===== src/bpcd_pkg.sv =====
// Package with the widths, reset values, register indexes and result type of the button dimmer.
package bpcd_pkg;

	localparam int unsigned ElapsedW = 11;
	localparam int unsigned DivW     = 8;
	localparam int unsigned DutyW    = 10;
	localparam int unsigned BlinkW   = 16;
	localparam int unsigned CfgIdxW  = 3;
	localparam int unsigned CfgDataW = 16;

	localparam logic [ElapsedW-1:0] ElapsedMax = '1;

	localparam logic [ElapsedW-1:0] LongPressRst   = 11'd1000;
	localparam logic [ElapsedW-1:0] DoublePressRst = 11'd500;
	localparam logic [ElapsedW-1:0] DebounceRst    = 11'd50;
	localparam logic [DivW-1:0]     RampDivRst     = 8'd50;
	localparam logic [DutyW-1:0]    DutyMaxRst     = 10'd1000;
	localparam logic [BlinkW-1:0]   BlinkOnRst     = 16'd50;
	localparam logic [BlinkW-1:0]   BlinkOffRst    = 16'd300;
	localparam logic [DutyW-1:0]    DutyLevelRst   = 10'd500;

	localparam logic [1:0] PressCountDouble = 2'd2;

	typedef enum logic [CfgIdxW-1:0] {
		REG_LONG_PRESS   = 3'd0,
		REG_DOUBLE_PRESS = 3'd1,
		REG_DEBOUNCE     = 3'd2,
		REG_RAMP_DIV     = 3'd3,
		REG_DUTY_MAX     = 3'd4,
		REG_BLINK_ON     = 3'd5,
		REG_BLINK_OFF    = 3'd6
	} cfg_reg_t;

	typedef struct packed {
		logic             light_on;
		logic [DutyW-1:0] duty;
		logic             blink_mode;
		logic             ramp_down;
	} result_t;

endpackage


===== src/button_press_classifier_dimmer_top.sv =====
// Top level of the button press classifier and dimmer: gesture logic, ramp, blinker, result queue.
//
//  channel | handshake             | payload
//  --------+-----------------------+--------------------------------------------
//  in      | in_valid / in_ready   | button_down, tick
//  out     | out_valid / out_ready | light_on, duty, blink_mode, ramp_down
//  cfg     | cfg_wen               | cfg_idx, cfg_wdata
//
// One item is accepted per cycle while the queue has room; its state update and result are computed in that cycle.
// The result is registered into the result queue on acceptance.
// A two-entry result queue lets one more item in while a result waits to be taken.
// Input stalls only when both queue entries are full.
// Reset is asynchronous and active low and sets all registers but the result queue storage to their power-on values.
module button_press_classifier_dimmer_top
	import bpcd_pkg::*;
(
	input  logic                clk,
	input  logic                arst_n,
	input  logic                in_valid,
	output logic                in_ready,
	input  logic                button_down,
	input  logic                tick,
	output logic                out_valid,
	input  logic                out_ready,
	output logic                light_on,
	output logic [DutyW-1:0]    duty,
	output logic                blink_mode,
	output logic                ramp_down,
	input  logic                cfg_wen,
	input  logic [CfgIdxW-1:0]  cfg_idx,
	input  logic [CfgDataW-1:0] cfg_wdata
);

	logic [ElapsedW-1:0] long_press_q, double_press_q, debounce_q;
	logic [DivW-1:0]     ramp_div_q;
	logic [DutyW-1:0]    duty_max_q;
	logic [BlinkW-1:0]   blink_on_q, blink_off_q;

	logic [ElapsedW-1:0] press_elapsed_q, press_elapsed_d;
	logic                press_active_q, press_active_d;
	logic [1:0]          press_count_q, press_count_d;
	logic                debounce_armed_q, debounce_armed_d;
	logic                ramp_dir_q, ramp_dir_d;
	logic [DutyW-1:0]    duty_level_q, duty_level_d;
	logic [DivW-1:0]     ramp_polls_q, ramp_polls_d;
	logic                gate_on_q, gate_on_d;
	logic                blink_active_q, blink_active_d;
	logic                blink_off_phase_q, blink_off_phase_d;
	logic [BlinkW-1:0]   blink_ticks_q, blink_ticks_d;

	result_t             res_d;
	result_t             queue_q [2];
	logic                wr_ptr_q, rd_ptr_q;
	logic [1:0]          count_q;
	logic                in_fire, out_fire;
	logic [DivW:0]       polls_next;

	assign in_ready  = (count_q != 2'd2);
	assign out_valid = (count_q != 2'd0);
	assign in_fire   = in_valid && in_ready;
	assign out_fire  = out_valid && out_ready;

	always_ff @(posedge clk or negedge arst_n) begin
		if (!arst_n) begin
			long_press_q   <= LongPressRst;
			double_press_q <= DoublePressRst;
			debounce_q     <= DebounceRst;
			ramp_div_q     <= RampDivRst;
			duty_max_q     <= DutyMaxRst;
			blink_on_q     <= BlinkOnRst;
			blink_off_q    <= BlinkOffRst;
		end else if (cfg_wen) begin
			case (cfg_idx)
				REG_LONG_PRESS:   long_press_q   <= cfg_wdata[ElapsedW-1:0];
				REG_DOUBLE_PRESS: double_press_q <= cfg_wdata[ElapsedW-1:0];
				REG_DEBOUNCE:     debounce_q     <= cfg_wdata[ElapsedW-1:0];
				REG_RAMP_DIV:     ramp_div_q     <= cfg_wdata[DivW-1:0];
				REG_DUTY_MAX:     duty_max_q     <= cfg_wdata[DutyW-1:0];
				REG_BLINK_ON:     blink_on_q     <= cfg_wdata[BlinkW-1:0];
				REG_BLINK_OFF:    blink_off_q    <= cfg_wdata[BlinkW-1:0];
				default: ;
			endcase
		end
	end

	always_comb begin
		press_elapsed_d   = press_elapsed_q;
		press_active_d    = press_active_q;
		press_count_d     = press_count_q;
		debounce_armed_d  = debounce_armed_q;
		ramp_dir_d        = ramp_dir_q;
		duty_level_d      = duty_level_q;
		ramp_polls_d      = ramp_polls_q;
		gate_on_d         = gate_on_q;
		blink_active_d    = blink_active_q;
		blink_off_phase_d = blink_off_phase_q;
		blink_ticks_d     = blink_ticks_q;
		polls_next        = {1'b0, ramp_polls_q} + 1'b1;

		if (tick) begin
			if (press_active_q && press_elapsed_q < ElapsedMax) begin
				press_elapsed_d = press_elapsed_q + 1'b1;
			end
			blink_ticks_d = blink_ticks_q + 1'b1;
		end

		if (button_down) begin
			if (!press_active_q) begin
				press_active_d  = 1'b1;
				press_elapsed_d = '0;
			end
			debounce_armed_d = 1'b1;
			if (press_elapsed_d >= long_press_q) begin
				if (polls_next > {1'b0, ramp_div_q}) begin
					ramp_polls_d = '0;
					if (!ramp_dir_q) begin
						duty_level_d = (duty_level_q < duty_max_q) ?
							duty_level_q + 1'b1 : duty_max_q;
					end else if (duty_level_q != '0) begin
						duty_level_d = duty_level_q - 1'b1;
					end
				end else begin
					ramp_polls_d = polls_next[DivW-1:0];
				end
			end
		end else if (press_active_q) begin
			if (press_elapsed_d >= long_press_q) begin
				press_active_d = 1'b0;
				ramp_dir_d     = !ramp_dir_q;
			end else if (press_elapsed_d >= debounce_q) begin
				if (press_elapsed_d >= double_press_q) begin
					press_active_d = 1'b0;
					press_count_d  = '0;
					gate_on_d      = blink_active_q ? 1'b0 : !gate_on_q;
					blink_active_d = 1'b0;
				end else if (debounce_armed_q) begin
					press_count_d    = press_count_q + 1'b1;
					debounce_armed_d = 1'b0;
				end
			end
			if (press_count_d >= PressCountDouble) begin
				press_active_d = 1'b0;
				press_count_d  = '0;
				blink_active_d = 1'b1;
			end
		end

		// The off phase may end and hand over to the on phase within one item.
		if (blink_active_d) begin
			if (blink_off_phase_d) begin
				if (blink_ticks_d <= blink_off_q) begin
					gate_on_d = 1'b0;
				end else begin
					blink_off_phase_d = 1'b0;
					blink_ticks_d     = '0;
				end
			end
			if (!blink_off_phase_d) begin
				if (blink_ticks_d <= blink_on_q) begin
					gate_on_d = 1'b1;
				end else begin
					blink_off_phase_d = 1'b1;
					blink_ticks_d     = '0;
				end
			end
		end

		res_d.light_on   = gate_on_d;
		res_d.duty       = (duty_level_d < duty_max_q) ? duty_level_d : duty_max_q;
		res_d.blink_mode = blink_active_d;
		res_d.ramp_down  = ramp_dir_d;
	end

	always_ff @(posedge clk or negedge arst_n) begin
		if (!arst_n) begin
			press_elapsed_q   <= '0;
			press_active_q    <= 1'b0;
			press_count_q     <= '0;
			debounce_armed_q  <= 1'b0;
			ramp_dir_q        <= 1'b0;
			duty_level_q      <= DutyLevelRst;
			ramp_polls_q      <= '0;
			gate_on_q         <= 1'b0;
			blink_active_q    <= 1'b0;
			blink_off_phase_q <= 1'b1;
			blink_ticks_q     <= '0;
		end else if (in_fire) begin
			press_elapsed_q   <= press_elapsed_d;
			press_active_q    <= press_active_d;
			press_count_q     <= press_count_d;
			debounce_armed_q  <= debounce_armed_d;
			ramp_dir_q        <= ramp_dir_d;
			duty_level_q      <= duty_level_d;
			ramp_polls_q      <= ramp_polls_d;
			gate_on_q         <= gate_on_d;
			blink_active_q    <= blink_active_d;
			blink_off_phase_q <= blink_off_phase_d;
			blink_ticks_q     <= blink_ticks_d;
		end
	end

	always_ff @(posedge clk) begin
		if (in_fire) begin
			queue_q[wr_ptr_q] <= res_d;
		end
	end

	always_ff @(posedge clk or negedge arst_n) begin
		if (!arst_n) begin
			wr_ptr_q <= 1'b0;
			rd_ptr_q <= 1'b0;
			count_q  <= '0;
		end else begin
			if (in_fire) begin
				wr_ptr_q <= !wr_ptr_q;
			end
			if (out_fire) begin
				rd_ptr_q <= !rd_ptr_q;
			end
			case ({in_fire, out_fire})
				2'b10:   count_q <= count_q + 1'b1;
				2'b01:   count_q <= count_q - 1'b1;
				default: count_q <= count_q;
			endcase
		end
	end

	assign light_on   = queue_q[rd_ptr_q].light_on;
	assign duty       = queue_q[rd_ptr_q].duty;
	assign blink_mode = queue_q[rd_ptr_q].blink_mode;
	assign ramp_down  = queue_q[rd_ptr_q].ramp_down;

	a_count_range: assert property (@(posedge clk) disable iff (!arst_n)
		count_q != 2'd3)
		else $error("result queue count out of range");

	a_ptr_count: assert property (@(posedge clk) disable iff (!arst_n)
		(count_q == 2'd0 || count_q == 2'd2) |-> (wr_ptr_q == rd_ptr_q))
		else $error("queue pointers disagree with count");

	a_press_count: assert property (@(posedge clk) disable iff (!arst_n)
		press_count_q < PressCountDouble)
		else $error("press count reached a double press without resolving");

	a_dir_flip: assert property (@(posedge clk) disable iff (!arst_n)
		!$stable(ramp_dir_q) |-> $past(press_active_q) && $past(!button_down))
		else $error("ramp direction changed outside a long release");

	a_blink_gate: assert property (@(posedge clk) disable iff (!arst_n)
		$rose(blink_active_q) |-> (press_count_q == 2'd0) && !press_active_q)
		else $error("blink mode entered with a press sequence still open");

endmodule


===== config.mk =====
export PLATFORM = sky130hd
export DESIGN_NAME = button_press_classifier_dimmer_top
export DESIGN_NICKNAME = d
export VERILOG_FILES = /design/src/bpcd_pkg.sv /design/src/button_press_classifier_dimmer_top.sv
export SDC_FILE = /design/constraint.sdc
export NUM_CORES = 1
export LEC_CHECK = 0
export ABC_AREA = 1
export BUFFER_PORTS_ARGS = -buffer_cell sky130_fd_sc_hd__buf_2
export CAP_MARGIN = 20
export CORE_MARGIN = 2
export CORE_UTILIZATION = 40
export CTS_BUF_LIST = sky130_fd_sc_hd__clkbuf_16
export DETAILED_ROUTE_END_ITERATION = 8
export GPL_TIMING_DRIVEN = 0
export SYNTH_ARGS = -nofsm -noshare
export SYNTH_HDL_FRONTEND = slang
export SYNTH_SLANG_ARGS = --single-unit

===== constraint.sdc =====
create_clock -name clk -period 4 [get_ports clk]
set_clock_uncertainty 0.2 [all_clocks]
set_input_delay 0.6 -clock clk [delete_from_list [all_inputs] [get_ports clk]]
set_output_delay 0.6 -clock clk [all_outputs]
set_load 0.01 [all_outputs]

==> impl_metrics.ini <==
[worst_setup_path]
critical-path-slowest-cell = dfrtp_1
max_stage_delay_ns = 0.38
endpoint_kind = flip-flop
crit_type = flip-flop to flip-flop
cp.required_ns = 4.17
worstSetupStartpointType = flip-flop
worstPathArrival_ns = 4.89
cp_max_fo = 7
cpMostUsedCell = nand4_1

[synthesis]
yosysSeqAreaShare_pct = 40.10
synth_cell_types = 50
dominantRegCellSynth = dfrtp_1
yosys_register_bits = 166
yosys_warnings = 0
syn_nets = 1499
netlist_area_um2 = 10800
synth_edf_count = 26
postSynthCellCount = 1365
ys_async_sr_fraction_pct = 84.34
synth.avg_cell_area_um2 = 7.913

[finish]
nNetsFinal = 1640
drive_gt1_share_pct = 25.74
fill_cells = 2497
final_cells = 1860
final_cell_mix = nand2_1 (329), inv_1 (194), o21ai_0 (122)
syn_to_final_growth_pct = 25.97
layout_commonest_cell = nand2_1
finish.utilization_pct = 50.91
diodes = 0

[floorplan]
die_h_um = 168.3
initial_core_util_pct = 40.42
io_pins = 41
coreArea_um2 = 26730
dieArea_um2 = 28340
die_x_um = 168.3
row_count = 60

[clock_tree]
cts_buffers = 17
cts-root-buf = clkbuf_16
clk_latency_ns = 0.44
cts_htree_levels = 4
cts.sink_count = 166
tritoncts = built
clockBufferDepth = 2
clk_pin_slew_ns = 0.07

[route]
wl_per_cell_um = 16.01
drt-pass1-iter-count = 5
vias = 9469
remaining_drc_errors = 0
drt-initial-drc-count = 653
viasPerCell = 5.091
drtAntennaViolNets = 0
finalWirelength_um = 29790

[sta]
rsz0062_at_grt = yes
fin_crit_sh_pct = 118.0
slew_viol_final = 0
slew-limit-headroom_pct = 47.58
hold_viol = 0
setup_slack_ns = -0.7197
worst_slew_pin_slew_ns = 0.7863
period_minus_slack_ns = 4.720
finalSetupViolCount = 40
max_freq_ghz = 0.2119

[grt]
grt_pass1_vias = 8989
grt_usage_pct = 21.07
grt_max_degree = 86
antenna_found_initial = 0
overflow = 0
grt_pass1_wl_um = 47000

[placement]
placement.io_buffers = 39
place_congestion = 0.8365
place_inst = 1747
dp.final_hpwl_um = 20490

[run_status]
violations = setup timing
status = finished with violations

[worst_hold_path]
hp-class = input port to flip-flop

[pwr]
irDropWorstVdd_mv = 0.3292
p_per_area_nw_per_um2 = 589.3
leakage_nw = 6.671
p_total_mw = 8.019

[run]
drv_cap = 0
[report_power, final]
| group | total [mW] | internal (mW) | leakage [nW] | switching, mW |
|---|---|---|---|---|
| logic | 3.84 | 1.48 | 4.43 | 2.37 |
| registers | 2.53 | 2.24 | 1.95 | 0.290 |
| clock network | 1.64 | 0.913 | 0.289 | 0.732 |
| total | 8.02 | 4.63 | 6.67 | 3.39 |
[critical path: cells and delay by family (launching register included)]
family,cells,cell delay (ns)
adders and majority gates,3,0.69
and+or+nand+nor,17,2.36
buffers and inverters,3,0.35
AOI/OAI and AO/OA,4,0.55
xor gates and xnor gates,1,0.13
DFF,1,0.38
[registers in the layout, indices dropped and copies added (netlist names)]
register and flops:
gate_on_q 1, debounce_armed_q 1, double_press_q 11, blink_on_q 16, ramp_polls_q 8, rd_ptr_q 1
wr_ptr_q 1, queue_q 26, duty_level_q 10, duty_max_q 10, blink_ticks_q 16, count_q 2
long_press_q 11, ramp_dir_q 1, blink_active_q 1, blink_off_q 16, press_active_q 1, press_count_q 2
debounce_q 11, press_elapsed_q 11, blink_off_phase_q 1, ramp_div_q 8
[metal layers]
layer | part of all wire (%) | up-vias | global-route usage (%)
li1 | - | 4716 | -
met1 | 47 | 4503 | 29.17
met2 | 47 | 211 | 34.12
met3 | 4.6 | 39 | 3.503
met4 | 1.8 | 0 | 5.997
met5 | 0 | - | 0
[path summary, 6_finish.rpt]
kind	start	end	slack [ns]	cells past startpoint
min in group asynchronous	arst_n	duty_level_q[9]$_DFFE_PN0P_	0.48	2
max in group asynchronous	arst_n	ramp_div_q[4]$_DFFE_PN1P_	2.24	3
worst max-delay path	blink_ticks_q[1]$_DFFE_PN0P_	blink_ticks_q[3]$_DFFE_PN0P_	-0.72	28
worst min register to register	debounce_q[6]$_DFFE_PN0P_	debounce_q[6]$_DFFE_PN0P_	0.29	2
worst max register to register	blink_ticks_q[1]$_DFFE_PN0P_	blink_ticks_q[3]$_DFFE_PN0P_	-0.72	28
worst min-delay path	cfg_wdata[13]	blink_off_q[13]$_DFFE_PN0P_	0.26	3
[synth_stat cells (7+ instances only)]
cell type    n  share of area (%)
nand3_1     54                2.5
inv_2        7               0.24
nand2_1    358                 12
nand3_2     10               0.93
nand2_2      9               0.52
o22ai_1     11               0.64
edfxtp_1    26                7.2
ha_1       108                 13
xor2_1      31                2.5
inv_1      210                7.3
dfrtp_1    102                 24
a21oi_1     49                2.3
nor3_1      14               0.65
xnor2_1      7               0.57
nor2_1      70                2.4
nand4_1     22                1.3
clkbuf_1    30                1.0
dfstp_2     38                9.2
o21ai_2      7               0.57
o21ai_0    130                6.0
[cells by family after synthesis]
kind of cell,after synthesis,synth area share (%)
adders and majority gates,108,12.51
xor gates and xnor gates,38,3.081
buffers and inverters,255,9.116
and+or+nand+nor,565,23.05
DFF,166,40.10
AOI/OAI and AO/OA,233,12.14
[final cells by class]
cell class	instances	area [um2]	share of cell area (%)
buffer	38	212.7	1.563
tap	341	426.7	3.136
timing repair buffer	121	940.9	6.915
clock buffer	17	425.4	3.126
clock inverter	15	141.4	1.039
sequential	166	4333	31.84
inverter	217	817.0	6.005
multi-input combinational	945	6310	46.37
[through the flow]
stage | TNS, ns | worst slack (ns) | area (um2) | hold WS, ns
2_1_floorplan | -8.840 | -0.2859 | 10990 | 0.1044
3_3_place_gp | -47.40 | -1.320 | 11610 | 0.2670
3_5_place_dp | -50.06 | -1.389 | 11660 | 0.2726
4_1_cts | -26.55 | -0.7902 | 13030 | 0.2399
5_1_grt | -38.10 | -0.9942 | 13610 | 0.2686
6_report | -26.79 | -0.7197 | 13610 | 0.2573
[what timing repair did]
| action | 4_1_cts | 5_1_grt |
|---|---|---|
| pin swaps | 43 | 74 |
| gates resized for setup | 80 | 81 |
| endpoints found under the hold margin | 43 | 0 |
| setup endpoints to repair | 63 | 65 |
| hold buffers | 1 | 0 |
| gates cloned | 3 | 1 |
| setup buffers | 49 | 30 |
No activity file was read; power rests on OpenSTA's default activity.
